==> src/hdl/alc_pkg.sv <==
// Shared types, result codes and coefficient tables for the ambient light lux converter.
// No dependencies; every other file of the block imports this package.
package alc_pkg;

    localparam int QUEUE_DEPTH_DEF = 4;
    localparam int DIV_STEPS       = 32;

    localparam logic [8:0]  SCALE_RESET   = 9'd256;
    localparam logic [14:0] COEF_A        = 15'd27615;
    localparam logic [17:0] LUX_INT_MAX   = 18'h3FFFF;
    localparam logic [19:0] LUX_MICRO_MAX = 20'd999999;
    localparam logic [19:0] MICRO_SCALE   = 20'd1000000;
    localparam logic [36:0] CORR_ONE      = 37'd65536;

    localparam logic [2:0] CODE_OK   = 3'd0;
    localparam logic [2:0] CODE_BUSY = 3'd1;
    localparam logic [2:0] CODE_SAT  = 3'd2;
    localparam logic [2:0] CODE_ZERO = 3'd3;
    localparam logic [2:0] CODE_NEG  = 3'd4;

    localparam logic [1:0] REGION_LOW  = 2'd0;
    localparam logic [1:0] REGION_MID  = 2'd1;
    localparam logic [1:0] REGION_HIGH = 2'd2;
    localparam logic [1:0] REGION_TOP  = 2'd3;

    typedef struct packed {
        logic [7:0]  status_byte;
        logic [15:0] ch0_count;
        logic [15:0] ch1_count;
    } t_sample;

    typedef struct packed {
        logic [2:0]  result_code;
        logic [17:0] lux_integer;
        logic [19:0] lux_micro;
    } t_result;

    typedef struct packed {
        logic [2:0] code;
        logic [1:0] region;
    } t_tag;

    typedef struct packed {
        t_tag        tag;
        logic [15:0] ch0;
        logic [15:0] ch1;
        logic [8:0]  scale;
    } t_item;

    // Linear term is a 41-bit two's complement value.
    typedef struct packed {
        t_tag        tag;
        logic [40:0] lin;
    } t_div_side;

    function automatic logic [12:0] coef_b(input logic [1:0] region);
        logic [12:0] v;
        unique case (region) inside
            REGION_LOW, REGION_MID: v = 13'd424;
            default:                v = 13'd4244;
        endcase
        return v;
    endfunction

    function automatic logic [14:0] coef_off(input logic [1:0] region);
        logic [14:0] v;
        unique case (region) inside
            REGION_LOW, REGION_MID: v = 15'd19005;
            REGION_HIGH:            v = 15'd18677;
            default:                v = 15'd19267;
        endcase
        return v;
    endfunction

    function automatic logic [27:0] coef_k(input logic [1:0] region);
        logic [27:0] v;
        unique case (region)
            REGION_LOW:  v = 28'd0;
            REGION_MID:  v = 28'd97861501;
            REGION_HIGH: v = 28'd167772160;
            default:     v = 28'd23773315;
        endcase
        return v;
    endfunction

    function automatic logic coef_k_neg(input logic [1:0] region);
        return (region == REGION_HIGH) || (region == REGION_TOP);
    endfunction

endpackage

==> src/hdl/alc_front.sv <==
// Front end: takes a sample word, classifies it (status code and ratio region) and holds it
// for the middle queue. Depends on alc_pkg.
module alc_front (
    input  logic           i_clk,
    input  logic           i_rst_n,
    input  logic           push,
    output logic           full,
    input  alc_pkg::t_sample i_sample,
    input  logic [8:0]     i_scale,
    output logic           o_item_valid,
    output alc_pkg::t_item o_item,
    input  logic           i_item_ready
);
    import alc_pkg::*;

    logic        r_valid;
    t_item       r_item;
    t_item       n_item;
    logic        w_accept;
    logic [22:0] w_lhs;
    logic [22:0] w_r29;
    logic [22:0] w_r35;
    logic [22:0] w_r40;

    assign full         = r_valid && !i_item_ready;
    assign w_accept     = push && !full;
    assign o_item_valid = r_valid;
    assign o_item       = r_item;

    // The scale cancels out of the region test, so raw counts are compared.
    assign w_lhs = 23'(i_sample.ch1_count) * 23'd100;
    assign w_r29 = 23'(i_sample.ch0_count) * 23'd29;
    assign w_r35 = 23'(i_sample.ch0_count) * 23'd35;
    assign w_r40 = 23'(i_sample.ch0_count) * 23'd40;

    always_comb begin
        n_item.ch0   = i_sample.ch0_count;
        n_item.ch1   = i_sample.ch1_count;
        n_item.scale = (i_scale == 9'd0) ? 9'd1 : i_scale;
        if (!i_sample.status_byte[7]) begin
            n_item.tag.code = CODE_BUSY;
        end else if (i_sample.ch0_count == 16'hFFFF) begin
            n_item.tag.code = CODE_SAT;
        end else if (i_sample.ch0_count == 16'd0) begin
            n_item.tag.code = CODE_ZERO;
        end else begin
            n_item.tag.code = CODE_OK;
        end
        if (w_lhs < w_r29) begin
            n_item.tag.region = REGION_LOW;
        end else if (w_lhs < w_r35) begin
            n_item.tag.region = REGION_MID;
        end else if (w_lhs < w_r40) begin
            n_item.tag.region = REGION_HIGH;
        end else begin
            n_item.tag.region = REGION_TOP;
        end
    end

    always_ff @(posedge i_clk) begin
        if (!i_rst_n) begin
            r_valid <= 1'b0;
        end else if (w_accept) begin
            r_valid <= 1'b1;
        end else if (i_item_ready) begin
            r_valid <= 1'b0;
        end
    end

    always_ff @(posedge i_clk) begin
        if (w_accept) begin
            r_item <= n_item;
        end
    end

endmodule

==> config.mk <==
export PLATFORM = sky130hd
export DESIGN_NAME = alc_front
export DESIGN_NICKNAME = d
export VERILOG_FILES = /design/src/hdl/alc_pkg.sv /design/src/hdl/alc_front.sv
export SDC_FILE = /design/constraint.sdc
export NUM_CORES = 1
export LEC_CHECK = 0
export BUFFER_PORTS_ARGS = -buffer_cell sky130_fd_sc_hd__buf_2
export CORE_AREA = 2 2 129 131
export DETAILED_ROUTE_END_ITERATION = 12
export DIE_AREA = 0 0 131 133
export PLACE_DENSITY = 0.75
export SYNTH_ARGS = -nofsm -noshare
export SYNTH_HDL_FRONTEND = slang
export SYNTH_SLANG_ARGS = --single-unit
export TNS_END_PERCENT = 20
==> constraint.sdc <==
create_clock -name i_clk -period 15.9 [get_ports i_clk]
set_input_delay 3.18 -clock i_clk [delete_from_list [all_inputs] [get_ports i_clk]]
set_output_delay 3.18 -clock i_clk [all_outputs]
set_load 0.03 [all_outputs]
Word-level counts from Yosys, hierarchy flattened:

Cells that the tools add are included.

* bitwise gates (word level): 1
* equality and inequality tests: 1
* multipliers: 4
* order comparisons: 3
* muxes and demuxes: 6
* reductions and logical operators: 9

Operator list (number)
* < comparator 23 x 22 -> 1 bit: 2
* multiplier 16 x 5 -> 21 bit (second input constant): 2
* < comparator 23 x 21 -> 1 bit: 1
* multiplier 16 x 6 -> 22 bit (second input constant): 1
* multiplier 16 x 3 -> 19 bit (second input constant): 1
* equality test 16 bit (second input constant): 1
* logical NOT 16 bit: 1
* logical NOT 9 bit: 1
* 2-to-1 mux 1 bit: 4
* 2-to-1 mux 2 bit: 2
* OR reduction 2 bit: 2
* logical AND 1 bit: 2
* logical NOT 1 bit: 2
* nonzero test 2 bit: 1
* NOT 1 bit: 1

* register bits after elaboration: 47
* logic and storage cells: 32
* output and inout bits: 48
* input bits: 53

Logic depth before layout (Yosys ltp):

* depth in word-level cells: 5
* gate-level depth with buffers: 23
* mapped depth without buffers: 23

Worst setup path after synthesis:

No wires, ideal clock.

* kind: input -> register
* start point: in i_sample[23] (netlist bit)
* end point: reg r_item, in the netlist o_item[42], data pin
* data arrival time: 7.270 ns
* setup slack: 8.365 ns
* setup time: 0.265 ns
* buffers on the path: 0
* stages on the path: 20
* required time: 15.635 ns
* cells stage by stage: inv_1 ha_1 ha_1 inv_1 fa_1 inv_1 ha_1 o21ai_0 inv_1 a2111oi_2 o211ai_1 a31oi_2 xor2_1 ha_1 and4_1 a221o_1 a221oi_1 o21ai_0 o21ai_1 nand3_1

* word-level cells in the longest chain between the ends: 3
* elaborated cells between the ends (all ways): 5
* those cells by class: 2 x mul; 2 x order compare; 1 x reduce/logical

Ends and longest elaborated chain
* start, declared: line alc_front.sv:8 `input alc_pkg::t_sample i_sample,`
* multiplier 16 x 5 -> 21 bit or multiplier 16 x 6 -> 22 bit (tied branches): line alc_front.sv:32, alc_front.sv:33
* < comparator 23 x 21 -> 1 bit or < comparator 23 x 22 -> 1 bit (tied branches): line alc_front.sv:49, alc_front.sv:51
* OR reduction 2 bit (no line) (*)
* end signal, assigned: line alc_front.sv:72 `r_item <= n_item;`
* end, declared: line alc_front.sv:17 `t_item r_item;`

Mark *: on every way between the ends. The rest lies on a longest branch, timed or not.
A chain may end at the register's enable or synchronous reset.

Worst setup path after layout:

* start point: in i_sample[24] (netlist bit)
* end point: reg r_item, in the netlist o_item[42], data pin

Same word-level chain as after synthesis.

==> metrics.txt <==
ys async rst share 0%; Clk Latency, worst-skew pair 310 ps; fin nets 1,356; Clock Power Share 10.3%; Max FO, Critical Path 7; pin count of the biggest net entering global routing 46; CP startpoint kind input pin; Finished Layout Cells 1,241; WL final 17,920 µm; vias 6,688; critical path type in2reg; utilization after layout 58.77%; Slew Limit Fails 0; post_cts resized 0; Clock Tree Root clkbuf_16; Yosys top cell by area ha_1; Die Ht 133 µm; Synth area leaders ha_1 (34%), edfxtp_1 (16%), fa_1 (12%); Post-synth EDFFs 45; final number of hold-violating endpoints 0; initial DRC count 257; PortBufs 92; CTS Hold Buffers Added 0; Starting Density 53.44%; relative slew slack 59.92%; Post-DP HPWL 15,120 µm; Internal Power 557.4 µW; I/O pin cnt 101; Mapped Area 8642 µm²; Logic pwr share 76.3%; sw frac 49.07%; Clock Skews 17.90 ps; core area 16,170 µm²; Clock Path Buffers 2; Yosys reg bits 46; Post-synth top cells ha_1 (232), inv_1 (202), fa_1 (51); yosys warns 0; Max Clk Rate 123.7 MHz; Max VDD drop 0.05764 mV; sequential area share after synthesis 15.87%; Final WS setup 7815 ps; initial antenna violation count 0; P_sw 537.0 µW; diode count 0; Cell variety after synth 67; count leader, synth ha_1; HP Class reg2reg; wire length per cell 14.44 µm; r2r setup slk 14,430 ps; worst endpoint required time 15,950 ps; clk sink count 46; final setup fails 0; pwr dens 115.2 nW/µm²; Cells after DPL 1,233; measured slew at the worst slew-check pin 601.2 ps; maxcap violations 0; Post-CTS Repair Setup Buffers 0; dpl ws 7512 ps; vias in the first global route 6,409; Mapped Cells 929; first-pass GRT wire length 29,360 µm; row cnt 47; Placement Cell Area 9355 µm²; Main synth FF type edfxtp_1; drt pass-1 iters 7; Post-Route Setup TNS 0 ps; Total Power 1.094 mW; Filler cells 1,436; static leakage 5.069 nW; Routed Antenna Nets 0; RSZ-0062 raised after global routing false; top-area cell type share of the netlist area 33.59%; CTS tree yes; die width 131 µm; minimum clock period 8085 ps; layout cells sized above 1 12.24%; grt ovf 0; Die ar. 17,420 µm²; Worst-path clk slew 70 ps; Final Cycle Share 50.85%; H-Tree Depth 2; hold_ws 697.5 ps; Seq pwr share 13.4%; DRC Markers 0; Synth Net Count 1,265; total CTS buffers 5; Syn Area/Cell 9.303 µm²; Post-Layout Inst Area 9504 µm²; Tot GR Track Use 21.16%; outcome finished clean; WP data arrival 8140 ps; routability cong. 0.8649; Layout area overhead 9.975%; DR vias/cell 5.389; CP endpoint kind register
[layout by cell type, fill, tap and decap left out, types with 6 or more instances in the layout]
cell and count:
ha_1 232, inv_1 202, buf_2 92, fa_1 51
a21oi_1 47, edfxtp_1 45, nor2_1 39, nand2_1 31
xnor2_1 29, o21ai_0 29, xor2_1 27, a21o_1 26
nand2b_1 11, nand3_1 10, o21a_1 8, a211oi_1 7
nand4_1 7, nor3_1 7, nor2b_1 6, o21bai_1 6
[final timing paths]
kind,from,endpoint,depth (start not counted)
max reg2reg,o_item_valid,o_item[23],3
max,i_sample[24],o_item[42],22
min,o_item_valid,o_item_valid,2
min reg2reg,o_item_valid,o_item_valid,2
[sequential cells by signal (all words and copies together), names as in the netlist]
| register | cells |
|---|---|
| o_item | 45 |
| o_item_valid | 1 |
[power by group through the flow]
stage | Combinational, mW | Sequential [mW] | Clock (mW)
3_5_place_dp | 0.830 | 0.150 | 0
3_3_place_gp | 0.808 | 0.149 | 0
6_report | 0.835 | 0.147 | 0.113
5_1_grt | 0.959 | 0.148 | 0.119
4_1_cts | 0.838 | 0.147 | 0.116
2_1_floorplan | 0.619 | 0.169 | 0
[critical path: stages]
cell	delay [ps]
buf_2	220
inv_1	210
fa_1	570
inv_1	40
ha_1	260
inv_1	50
fa_1	490
inv_1	40
ha_1	380
a21oi_1	190
o21a_1	250
nor3b_1	360
a221oi_1	150
o21ai_1	180
nand2b_1	80
xnor2_1	220
ha_1	290
and4_1	220
a221oi_1	310
a32oi_1	190
o21ai_1	160
nand3_1	90
[final cells by class]
cell class,instances,area (µm²),area share (%)
inverter,202,758.2,7.978
timing repair buffer,93,467.9,4.924
clock buffer,5,125.1,1.316
clock inverter,3,23.77,0.2501
multi-input combinational,672,6482,68.21
tap,220,275.3,2.896
sequential,46,1371,14.43
[kinds of logic (layout without fill, tap and decap cells)]
group                      count (synthesis)  after routing  share of synthesized area [%]
xor gates and xnor gates                  56             56                          5.675
DFF                                       46             46                          15.87
buffers and inverters                    211            303                          9.208
adders and majority gates                283            283                          45.40
other                                      1              1                        0.04339
and+or+nand+nor                          141            141                          8.209
AOI/OAI and AO/OA                        191            191                          15.59
[per-layer routing]
layer  vias to the layer above  wire length, µm  track usage (%)
li1                       3393                -                -
met1                      3161             8145            27.67
met2                       122             8931            37.77
met3                        12              643            2.103
met4                         0              201            4.078
met5                         -                0                0
(Power assumes the default switching activity.)
