===== config.mk =====
export PLATFORM = sky130hd
export DESIGN_NAME = alc_queue
export DESIGN_NICKNAME = d
export VERILOG_FILES = /design/src/hdl/alc_pkg.sv /design/src/hdl/alc_queue.sv
export SDC_FILE = /design/constraint.sdc
export NUM_CORES = 1
export LEC_CHECK = 0
export ABC_AREA = 1
export BUFFER_PORTS_ARGS = -buffer_cell sky130_fd_sc_hd__buf_2
export CORE_MARGIN = 8
export CORE_UTILIZATION = 31
export DETAILED_ROUTE_END_ITERATION = 8
export PLACE_DENSITY = 0.45
export SETUP_SLACK_MARGIN = 0.4
export SKIP_CTS_REPAIR_TIMING = 1
export SLEW_MARGIN = 20
export SYNTH_ARGS = -nofsm -noshare
export SYNTH_HDL_FRONTEND = slang
export SYNTH_SLANG_ARGS = --single-unit

===== constraint.sdc =====
create_clock -name i_clk -period 5.2 [get_ports i_clk]
set_input_delay 1.04 -clock i_clk [delete_from_list [all_inputs] [get_ports i_clk]]
set_output_delay 1.04 -clock i_clk [all_outputs]
set_load 0.1 [all_outputs]

===== src/hdl/alc_pkg.sv =====
// Shared types, result codes and coefficient tables for the ambient light lux converter.
// No dependencies; every other file of the block imports this package.
package alc_pkg;

    localparam int QUEUE_DEPTH_DEF = 4;
    localparam int DIV_STEPS       = 32;

    localparam logic [8:0]  SCALE_RESET   = 9'd256;
    localparam logic [14:0] COEF_A        = 15'd27615;
    localparam logic [17:0] LUX_INT_MAX   = 18'h3FFFF;
    localparam logic [19:0] LUX_MICRO_MAX = 20'd999999;
    localparam logic [19:0] MICRO_SCALE   = 20'd1000000;
    localparam logic [36:0] CORR_ONE      = 37'd65536;

    localparam logic [2:0] CODE_OK   = 3'd0;
    localparam logic [2:0] CODE_BUSY = 3'd1;
    localparam logic [2:0] CODE_SAT  = 3'd2;
    localparam logic [2:0] CODE_ZERO = 3'd3;
    localparam logic [2:0] CODE_NEG  = 3'd4;

    localparam logic [1:0] REGION_LOW  = 2'd0;
    localparam logic [1:0] REGION_MID  = 2'd1;
    localparam logic [1:0] REGION_HIGH = 2'd2;
    localparam logic [1:0] REGION_TOP  = 2'd3;

    typedef struct packed {
        logic [7:0]  status_byte;
        logic [15:0] ch0_count;
        logic [15:0] ch1_count;
    } t_sample;

    typedef struct packed {
        logic [2:0]  result_code;
        logic [17:0] lux_integer;
        logic [19:0] lux_micro;
    } t_result;

    typedef struct packed {
        logic [2:0] code;
        logic [1:0] region;
    } t_tag;

    typedef struct packed {
        t_tag        tag;
        logic [15:0] ch0;
        logic [15:0] ch1;
        logic [8:0]  scale;
    } t_item;

    // Linear term is a 41-bit two's complement value.
    typedef struct packed {
        t_tag        tag;
        logic [40:0] lin;
    } t_div_side;

    function automatic logic [12:0] coef_b(input logic [1:0] region);
        logic [12:0] v;
        unique case (region) inside
            REGION_LOW, REGION_MID: v = 13'd424;
            default:                v = 13'd4244;
        endcase
        return v;
    endfunction

    function automatic logic [14:0] coef_off(input logic [1:0] region);
        logic [14:0] v;
        unique case (region) inside
            REGION_LOW, REGION_MID: v = 15'd19005;
            REGION_HIGH:            v = 15'd18677;
            default:                v = 15'd19267;
        endcase
        return v;
    endfunction

    function automatic logic [27:0] coef_k(input logic [1:0] region);
        logic [27:0] v;
        unique case (region)
            REGION_LOW:  v = 28'd0;
            REGION_MID:  v = 28'd97861501;
            REGION_HIGH: v = 28'd167772160;
            default:     v = 28'd23773315;
        endcase
        return v;
    endfunction

    function automatic logic coef_k_neg(input logic [1:0] region);
        return (region == REGION_HIGH) || (region == REGION_TOP);
    endfunction

endpackage


===== src/hdl/alc_queue.sv =====
// Short first-in first-out queue of classified words between front and back end.
// Depends on alc_pkg for the word type.
module alc_queue #(
    parameter int DEPTH = alc_pkg::QUEUE_DEPTH_DEF
) (
    input  logic           i_clk,
    input  logic           i_rst_n,
    input  logic           i_push,
    input  alc_pkg::t_item i_item,
    output logic           o_ready,
    output logic           o_valid,
    output alc_pkg::t_item o_item,
    input  logic           i_pop
);
    import alc_pkg::*;

    localparam int PTR_W = (DEPTH > 1) ? $clog2(DEPTH) : 1;
    localparam int CNT_W = $clog2(DEPTH + 1);

    t_item            r_mem [0:DEPTH-1];
    logic [PTR_W-1:0] r_wptr;
    logic [PTR_W-1:0] r_rptr;
    logic [CNT_W-1:0] r_count;
    logic             w_wr;
    logic             w_rd;

    assign o_ready = (r_count != CNT_W'(DEPTH));
    assign o_valid = (r_count != '0);
    assign o_item  = r_mem[r_rptr];
    assign w_wr    = i_push && o_ready;
    assign w_rd    = i_pop && o_valid;

    always_ff @(posedge i_clk) begin
        if (!i_rst_n) begin
            r_wptr  <= '0;
            r_rptr  <= '0;
            r_count <= '0;
        end else begin
            if (w_wr) begin
                r_wptr <= (r_wptr == PTR_W'(DEPTH - 1)) ? '0 : r_wptr + 1'b1;
            end
            if (w_rd) begin
                r_rptr <= (r_rptr == PTR_W'(DEPTH - 1)) ? '0 : r_rptr + 1'b1;
            end
            if (w_wr && !w_rd) begin
                r_count <= r_count + 1'b1;
            end else if (w_rd && !w_wr) begin
                r_count <= r_count - 1'b1;
            end
        end
    end

    always_ff @(posedge i_clk) begin
        if (w_wr) begin
            r_mem[r_wptr] <= i_item;
        end
    end

endmodule


# == Word-level counts from Yosys, hierarchy flattened ==
# Memory sizes are Yosys's and may differ from the RTL's. A register that Yosys moved wholly into a read port is not among the register bits.
# Cells that the tools add are included.
# totals
word_cells,27
memories,1
reg_bits,7
out_inout_bits,48
ram_bits,184
# memory_table
name,words,width,read_ports,rd_ports_with_merged_regs,wr,line,rtl
r_mem,4,46,1,1,1,alc_queue.sv:20,t_item r_mem [0:DEPTH-1];
# op_classes
mux,8
eq_ne,3
n_addsub,4
reduce_logical,8
# ops
operator,count
2-bit 2-to-1 mux,4
3-bit 2-to-1 mux,2
2-bit by 1-bit adder with 2-bit output (second input constant),2
2-bit == test (second input constant),2
1-bit logical AND,4
3-bit by 1-bit adder with 3-bit output (second input constant),1
3-bit inequality test (second input constant),1
3-bit nonzero test,1
3-bit by 1-bit subtractor with 3-bit output (second input constant),1
1-bit zero test,2
1-bit 2-to-1 mux,2
2-bit nonzero test,1

# == Logic depth before layout (Yosys ltp) ==
# Gate-level depths: netlist of run 1.
# logic_depth
depth_word,6
ltp_mapped,13
mapped_depth_nobuf,13

# == Worst setup path after synthesis of run 1 ==
# Ideal clock, no wire load.
# synth_timing
kind,register to register
start,register r_count[1]
end,memory r_mem[0][0] (netlist name) (enable)
path_slack_ns,1.315
required_ns,4.750
t_arrival_ns,3.435
path_stages_with_launch,5
period_less_slack_ns,3.885
setup_time_ns,0.450
cell_sequence,dfxtp_1 > nor2_1 > nand2_1 > nand2_1 > nor2_1
# synth_via
elab_chain_cells,4
# synth_lines
element,line,rtl
"start, declared",alc_queue.sv:23,logic [CNT_W-1:0] r_count;
"start signal, assigned",alc_queue.sv:46,r_count <= r_count + 1'b1;
"start signal, assigned",alc_queue.sv:48,r_count <= r_count - 1'b1;
3-bit inequality test,alc_queue.sv:27,assign o_ready = (r_count != CNT_W'(DEPTH));
named net o_ready,alc_queue.sv:10,"output logic o_ready,"
1-bit logical AND,alc_queue.sv:30,assign w_wr = i_push && o_ready;
1-bit 2-to-1 mux,alc_queue.sv:54,if (w_wr) begin
1-bit 2-to-1 mux (not written as such),alc_queue.sv:55,r_mem[r_wptr] <= i_item;
"end, declared",alc_queue.sv:20,
# The timed path passes the listed nets, and every way through them passes these cells.

==> qor.yml, run 1 <==
floorplanning:
  fp-row-count: 56
  core_sq_mm: 0.0233
  die_w_microns: 170
  dieArea_sq_mm: 0.0288
  die_y_microns: 170
  io-pin-count: 98
  initial_core_util: 0.313
clock_tree:
  clock_sinks: 193
  cts_buffer_depth: 2
  htreeDepth: 4
  cts_tree: "yes"
  ctsRootBufferMaster: "clkbuf_16"
  clkTransAtPathRegs_ps: 70
  cts_buffers: 17
  clk_latency_ps: 430
route:
  drcViolationCount: 0
  vias: 4348
  drt-pass1-iter-count: 4
  viasPerCell: 4.61
  drt-total-wl_microns: 16900
  drt-initial-drc-count: 249
  ant_nets: 0
  post_drt_wl_per_cell_microns: 17.9
worst_setup_path:
  cp_max_fo: 54
  max_stage_delay_ps: 600
  cp-start-kind: "flip-flop"
  rrSetupSlack_ps: 2670
  r2r_end: "r_mem[2][12]"
  r2r_cells: 5
  arrival_ps: 2600
  worstPathRequired_ps: 4160
  r2r-start: "r_count[0]"
  worst-path-buf-inv: 3
  crit_chain: "clkinv_2 -> buf_4 -> o21ai_1 -> o22ai_1 -> buf_2"
  crit_type: "flip-flop to output pin"
  crit_cells: 5
  crit_slowest_cell: "buf_4"
  worst_setup_path_end_kind: "output pin"
  cp_top_family: "buffers and inverters"
worst_hold_path:
  worstHoldPathCells: 2
  hp-start: "r_count[0]"
  hp-class: "flip-flop to flip-flop"
  min_to: "r_count[0]"
timing:
  worstMarginPinSlew_ps: 964
  setup_viol: 0
  min_period_ps: 3640
  finalHoldViolations: 0
  skew_ps: 11.3
  max_clock_freq_mhz: 275
  period_share: 0.700
  drv_slew: 0
  setup-tns-final_ps: 0
  setup_ws_ps: 1560
  rsz0062_at_grt: "no"
  slew_headroom: 0.356
yosys:
  synth_seq_area_share: 0.780
  yosysMostFrequentCell: "edfxtp_1"
  ys_types: 20
  synthCells: 515
  syn_nets: 572
  netlist_area_sq_mm: 0.00731
  synth_top_area_frac: 0.756
  synth.top_cells.by_count: "edfxtp_1 (184), nor2_1 (109), o21ai_0 (60), o22ai_1 (46), o21ai_1 (34)"
  synth_edf_count: 184
  async_flop_share: 0
  yosys.area.top_type: "edfxtp_1"
  ys_warn_count: 0
  ys_ff_latch: 193
  ys.flop_type: "edfxtp_1"
  syn_area_per_cell_sq_um: 14.2
  synthTopCellsByArea: "edfxtp_1 (76%), nor2_1 (5.6%), o21ai_0 (4.1%), o22ai_1 (3.9%), dfxtp_1 (2.5%)"
placement:
  place.gp.congestion: 0.697
  place_hpwl_microns: 10000
  portBuffers: 97
  place_ws_ps: 1940
global_route:
  overflow: 0
  antenna_found_initial: 4
  grt_use_total: 0.120
  grt_pass1_vias: 4637
  grt_max_degree: 93
  grt_pass1_wl_microns: 26100
finish:
  final_nets: 666
  layout-drive-gt1-share: 0.230
  n_fill_cell: 2224
  area.growth.synth_to_final_pct: 18.5
run:
  drv_cap: 0
outcome:
  outcome: "complete, no violations"
==> through the flow <==
| stage | instance area [sq um] | hold slack (ps) | std cells | utilization |
|---|---|---|---|---|
| 5_1_grt | 8670 | 553 | 943 | 0.372 |
| 6_report | 8670 | 537 | 943 | 0.372 |
| 2_1_floorplan | 7310 | 480 | 515 | - |
| 3_5_place_dp | 8090 | 523 | 909 | 0.347 |
| 3_3_place_gp | 8090 | 492 | 909 | 0.347 |
| 4_1_cts | 8660 | 534 | 941 | 0.371 |
==> tightest hold or removal path, cell delays in order, from the launching register on <==
cell     delay [ps]
dfxtp_1         350
inv_1            70
a21oi_1          70
==> cell type report <==
class                           instances  area, sq um  share of cell area
Sequential cell                       193         5710               0.659
Antenna cell                            2         5.00            0.000577
Timing Repair Buffer                  104          538              0.0621
Clock buffer                           18          429              0.0495
Multi-Input combinational cell        276         1380               0.159
Clock inverter                         14          145              0.0167
Inverter                               17         65.1             0.00750
Tap cell                              319          399              0.0460
==> cell usage in the layout (no fill, tap or decap), types with 7 or more instances in the layout <==
cell | netlist | final
nor2_1 | 109 | 105
inv_1 | 15 | 15
clkbuf_16 | 0 | 17
buf_4 | 1 | 7
edfxtp_1 | 184 | 184
o22ai_1 | 46 | 46
nand2_1 | 15 | 15
buf_2 | 7 | 97
o21ai_0 | 60 | 60
dfxtp_1 | 9 | 7
o21ai_1 | 34 | 34
==> registers in the layout, indices dropped and copies added, names as in the netlist, named ones only <==
name,flops
r_mem,184
r_wptr,2
r_rptr,2
r_count,3
==> worst max path at each step <==
stage                     startpoint           to  slack (ps)
after floorplan           r_count[1]  r_mem[0][0]        1320
after global placement     flip-flop    o_item[8]        1990
after detailed placement   flip-flop   o_item[12]        1940
after CTS                  flip-flop   o_item[12]        1460
after global routing       flip-flop   o_item[12]        1320
final                      flip-flop   o_item[22]        1560
==> kinds of logic (layout without fill, tap and decap cells) <==
| kind of cell | Yosys count | after routing | synth area share |
|---|---|---|---|
| adder cells (fa/ha/maj) | 7 | 7 | 0.0130 |
| buffers and inverters | 46 | 153 | 0.0356 |
| AO/OA/AOI/OAI | 142 | 142 | 0.105 |
| flip-flops | 193 | 193 | 0.780 |
| AND/OR/NAND/NOR | 127 | 127 | 0.0662 |
| other | 0 | 2 | 0 |
==> layer usage <==
layer	share of wire	global-route usage
met5	0.0015	0
met4	0.0083	0.0346
met2	0.50	0.204
met1	0.44	0.144
met3	0.056	0.0386
Power of run 1 is not shown: default switching activity piles up to over one toggle a cycle in this logic, so the estimate is an artifact.
==> run 2: changes to the inputs <==
--- a/config.mk
+++ b/config.mk
@@ -5,12 +5,12 @@
 export SDC_FILE = /design/constraint.sdc
 export NUM_CORES = 1
 export LEC_CHECK = 0
-export ABC_AREA = 1
+export ABC_AREA = 0
 export BUFFER_PORTS_ARGS = -buffer_cell sky130_fd_sc_hd__buf_2
 export CORE_MARGIN = 8
 export CORE_UTILIZATION = 31
 export DETAILED_ROUTE_END_ITERATION = 8
-export PLACE_DENSITY = 0.45
+export PLACE_DENSITY = 0.47
 export SETUP_SLACK_MARGIN = 0.4
 export SKIP_CTS_REPAIR_TIMING = 1
 export SLEW_MARGIN = 20
==> constraint.sdc (replaced) <==
create_clock -name i_clk -period 3 [get_ports i_clk]
set_input_delay 0.6 -clock i_clk [delete_from_list [all_inputs] [get_ports i_clk]]
set_output_delay 0.6 -clock i_clk [all_outputs]
set_load 0.1 [all_outputs]
==> run 2 against run 1 <==
Effect of this change:
- synthesized cell count shrank 43%
- largest cell class unchanged
- register-to-register slack got worse by 2000 ps
- final area up 0.17%
- routed wire length fell by 17%
- cell count decreased by 25%
- die area decreased by 2.5%
- via count decreased by 24%
- core utilization up 1.3 points
- sequential cell count did not move
- area after synthesis fell by 2.8%
- clock skew shrank 2.4 ps
==> qor.yml, run 2 <==
clock_tree:
  clkTransAtPathRegs_ps: 70  # about the same
  cts_buffer_depth: 2  # unchanged
  cts_tree: "yes"  # unchanged
  cts_buffers: 17  # unchanged
  htreeDepth: 4  # unchanged
  clk_latency_ps: 420  # was 430 ps
  clock_sinks: 193  # unchanged
  ctsRootBufferMaster: "clkbuf_16"  # unchanged
yosys:
  ys_ff_latch: 193  # unchanged
  yosys.area.top_type: "edfxtp_1"  # unchanged
  ys.flop_type: "edfxtp_1"  # unchanged
  ys_types: 27  # was 20
  synth_top_area_frac: 0.777  # was 0.756
  syn_nets: 348  # was 572
  synthCells: 291  # was 515
  synthTopCellsByArea: "edfxtp_1 (78%), mux4_2 (15%), dfxtp_1 (2.5%), ha_1 (1.1%), and3_2 (0.42%)"  # was edfxtp_1 (76%), nor2_1 (5.6%), o21ai_0 (4.1%), o22ai_1 (3.9%), dfxtp_1 (2.5%)
  yosysMostFrequentCell: "edfxtp_1"  # unchanged
  ys_warn_count: 0  # unchanged
  async_flop_share: 0  # unchanged
  netlist_area_sq_mm: 0.00711  # was 0.00731 sq mm
  synth_seq_area_share: 0.802  # was 0.780
  synth_edf_count: 184  # unchanged
  syn_area_per_cell_sq_um: 24.4  # was 14.2 sq um
  synth.top_cells.by_count: "edfxtp_1 (184), mux4_2 (46), dfxtp_1 (9), ha_1 (6)"  # was edfxtp_1 (184), nor2_1 (109), o21ai_0 (60), o22ai_1 (46), o21ai_1 (34)
route:
  drcViolationCount: 0  # unchanged
  drt-initial-drc-count: 154  # was 249
  drt-pass1-iter-count: 4  # unchanged
  drt-total-wl_microns: 14000  # was 16900 microns
  post_drt_wl_per_cell_microns: 19.8  # was 17.9 microns
  viasPerCell: 4.66  # was 4.61
  ant_nets: 0  # unchanged
  vias: 3283  # was 4348
timing:
  setup-tns-final_ps: 0  # unchanged
  setup_ws_ps: 462  # was 1560 ps
  setup_viol: 0  # unchanged
  min_period_ps: 2540
  skew_ps: 8.86  # was 11.3 ps
  rsz0062_at_grt: "yes"  # was no
  drv_slew: 0  # unchanged
  finalHoldViolations: 0  # unchanged
  max_clock_freq_mhz: 394
  worstMarginPinSlew_ps: 541  # was 964 ps
  slew_headroom: 0.639  # was 0.356
  period_share: 0.846
floorplanning:
  initial_core_util: 0.315  # was 0.313
  die_w_microns: 167  # was 170 microns
  core_sq_mm: 0.0226  # was 0.0233 sq mm
  fp-row-count: 55  # was 56
  die_y_microns: 167  # was 170 microns
  dieArea_sq_mm: 0.0280  # was 0.0288 sq mm
  io-pin-count: 98  # unchanged
placement:
  place_inst: 672  # was 909
  place_ws_ps: 467  # was 1940 ps
  postPlaceCellArea_sq_mm: 0.00803  # was 0.00809 sq mm
  place_hpwl_microns: 8890  # was 10000 microns
  place.gp.congestion: 0.652  # was 0.697
  portBuffers: 97  # unchanged
worst_hold_path:
  worstHoldPathCells: 1  # was 2
  hp-class: "input pin to flip-flop"  # was flip-flop to flip-flop
global_route:
  grt_use_total: 0.105  # was 0.120
  antenna_found_initial: 2  # was 4
  overflow: 0  # unchanged
  grt_max_degree: 47  # was 93
  grt_pass1_vias: 3650  # was 4637
  grt_pass1_wl_microns: 21900  # was 26100 microns
finish:
  area.growth.synth_to_final_pct: 22.1  # was 18.5%
  largest_reg_flops: 184  # unchanged
  top_register: "r_mem"  # unchanged
  antenna_cells: 0  # was 2
  fin_util: 0.385  # was 0.372
  layout-drive-gt1-share: 0.468  # was 0.230
  design_area_sq_mm: 0.00868  # was 0.00867 sq mm
  n_fill_cell: 2061  # was 2224
  top_regs: "r_mem: 184 flops, r_count: 3 flops"  # unchanged
  final_common_cell: "edfxtp_1"  # unchanged
  fin_cells: 704  # was 943
  final_nets: 463  # was 666
  final_cell_mix: "edfxtp_1 (184), buf_2 (79), mux4_2 (46)"  # was edfxtp_1 (184), nor2_1 (105), buf_2 (97)
run:
  drv_cap: 0  # unchanged
power:
  ir_drop_uv: 677
  p_leak_nw: 2.90
  power_density_mw_per_mm2: 1050
outcome:
  outcome: "complete, no violations"  # unchanged
worst_setup_path:
  cp_max_fo: 19  # was 54
  r2r_cells: 7  # was 5
  cp-start-kind: "flip-flop"  # unchanged
  crit_type: "flip-flop to output pin"  # unchanged
  arrival_ps: 1940  # was 2600 ps
  worst_setup_path_end_kind: "output pin"  # unchanged
  worstPathRequired_ps: 2400  # was 4160 ps
[run 2: changes by cell type after synthesis, sizes merged, moves of 4 or more]
cell | previous run | this run
nor2 | 109 | 2
o21ai | 94 | 4
mux4 | 0 | 46
o22ai | 46 | 0
inv | 16 | 3
nand2 | 15 | 5
clkbuf | 11 | 2
buf | 18 | 10
and3 | 0 | 4
[run 2: critical path, cell delays in order (launching register included)]
cell      delay, ps
dfxtp_4         370
buf_8           240
mux4_2          580
clkbuf_4        310
[run 2: logic make-up after synthesis]
kind of cell	after synthesis	synth area share
mux	48	0.148
xor+xnor	2	0.00246
simple gates	20	0.0165
flops	193	0.802
compound gates	6	0.00493
fa+ha+maj	7	0.0134
buf+inv	15	0.0120
[run 2: area by class of cell]
class | instances | area, sq um | share of cell area
Clock inverter | 15 | 171 | 0.0197
Clock buffer | 17 | 425 | 0.0490
Timing Repair Buffer | 108 | 683 | 0.0787
Sequential cell | 193 | 5710 | 0.658
Inverter | 3 | 11.3 | 0.00130
Tap cell | 285 | 357 | 0.0411
Multi-Input combinational cell | 83 | 1330 | 0.153
[run 2: metal layers]
layer,wire length (microns),track usage
met4,214,0.0408
met5,23,0
met1,6310,0.131
met3,646,0.0346
met2,6780,0.169
[run 2: power breakdown]
group	total (mW)	internal, mW	leakage [nW]	switching, mW
clock	2.27	1.26	0.286	1.01
combinational	3.53	0.807	0.852	2.72
sequential	3.36	3.27	1.76	0.0882
total	9.16	5.33	2.90	3.83
[run 2: path summary, 6_finish.rpt]
| check | slack, ps | endpoint | startpoint |
|---|---|---|---|
| worst max-delay path | 460 | o_item[10] | flip-flop |
| worst max register to register | 670 | r_count[2] | r_count[1] |
| worst min register to register | 530 | r_wptr[1] | r_wptr[1] |
| worst min-delay path | 380 | r_mem[1][36] | i_item[36] |
[run 2: per-stage QoR]
step	total power, mW	hold slack [ps]
CTS	9.24	355
detailed placement	6.95	520
floorplan	6.32	468
global route	9.51	369
global placement	6.93	501
finish	9.16	385
Note: power is estimated with default switching activity, not from simulation.
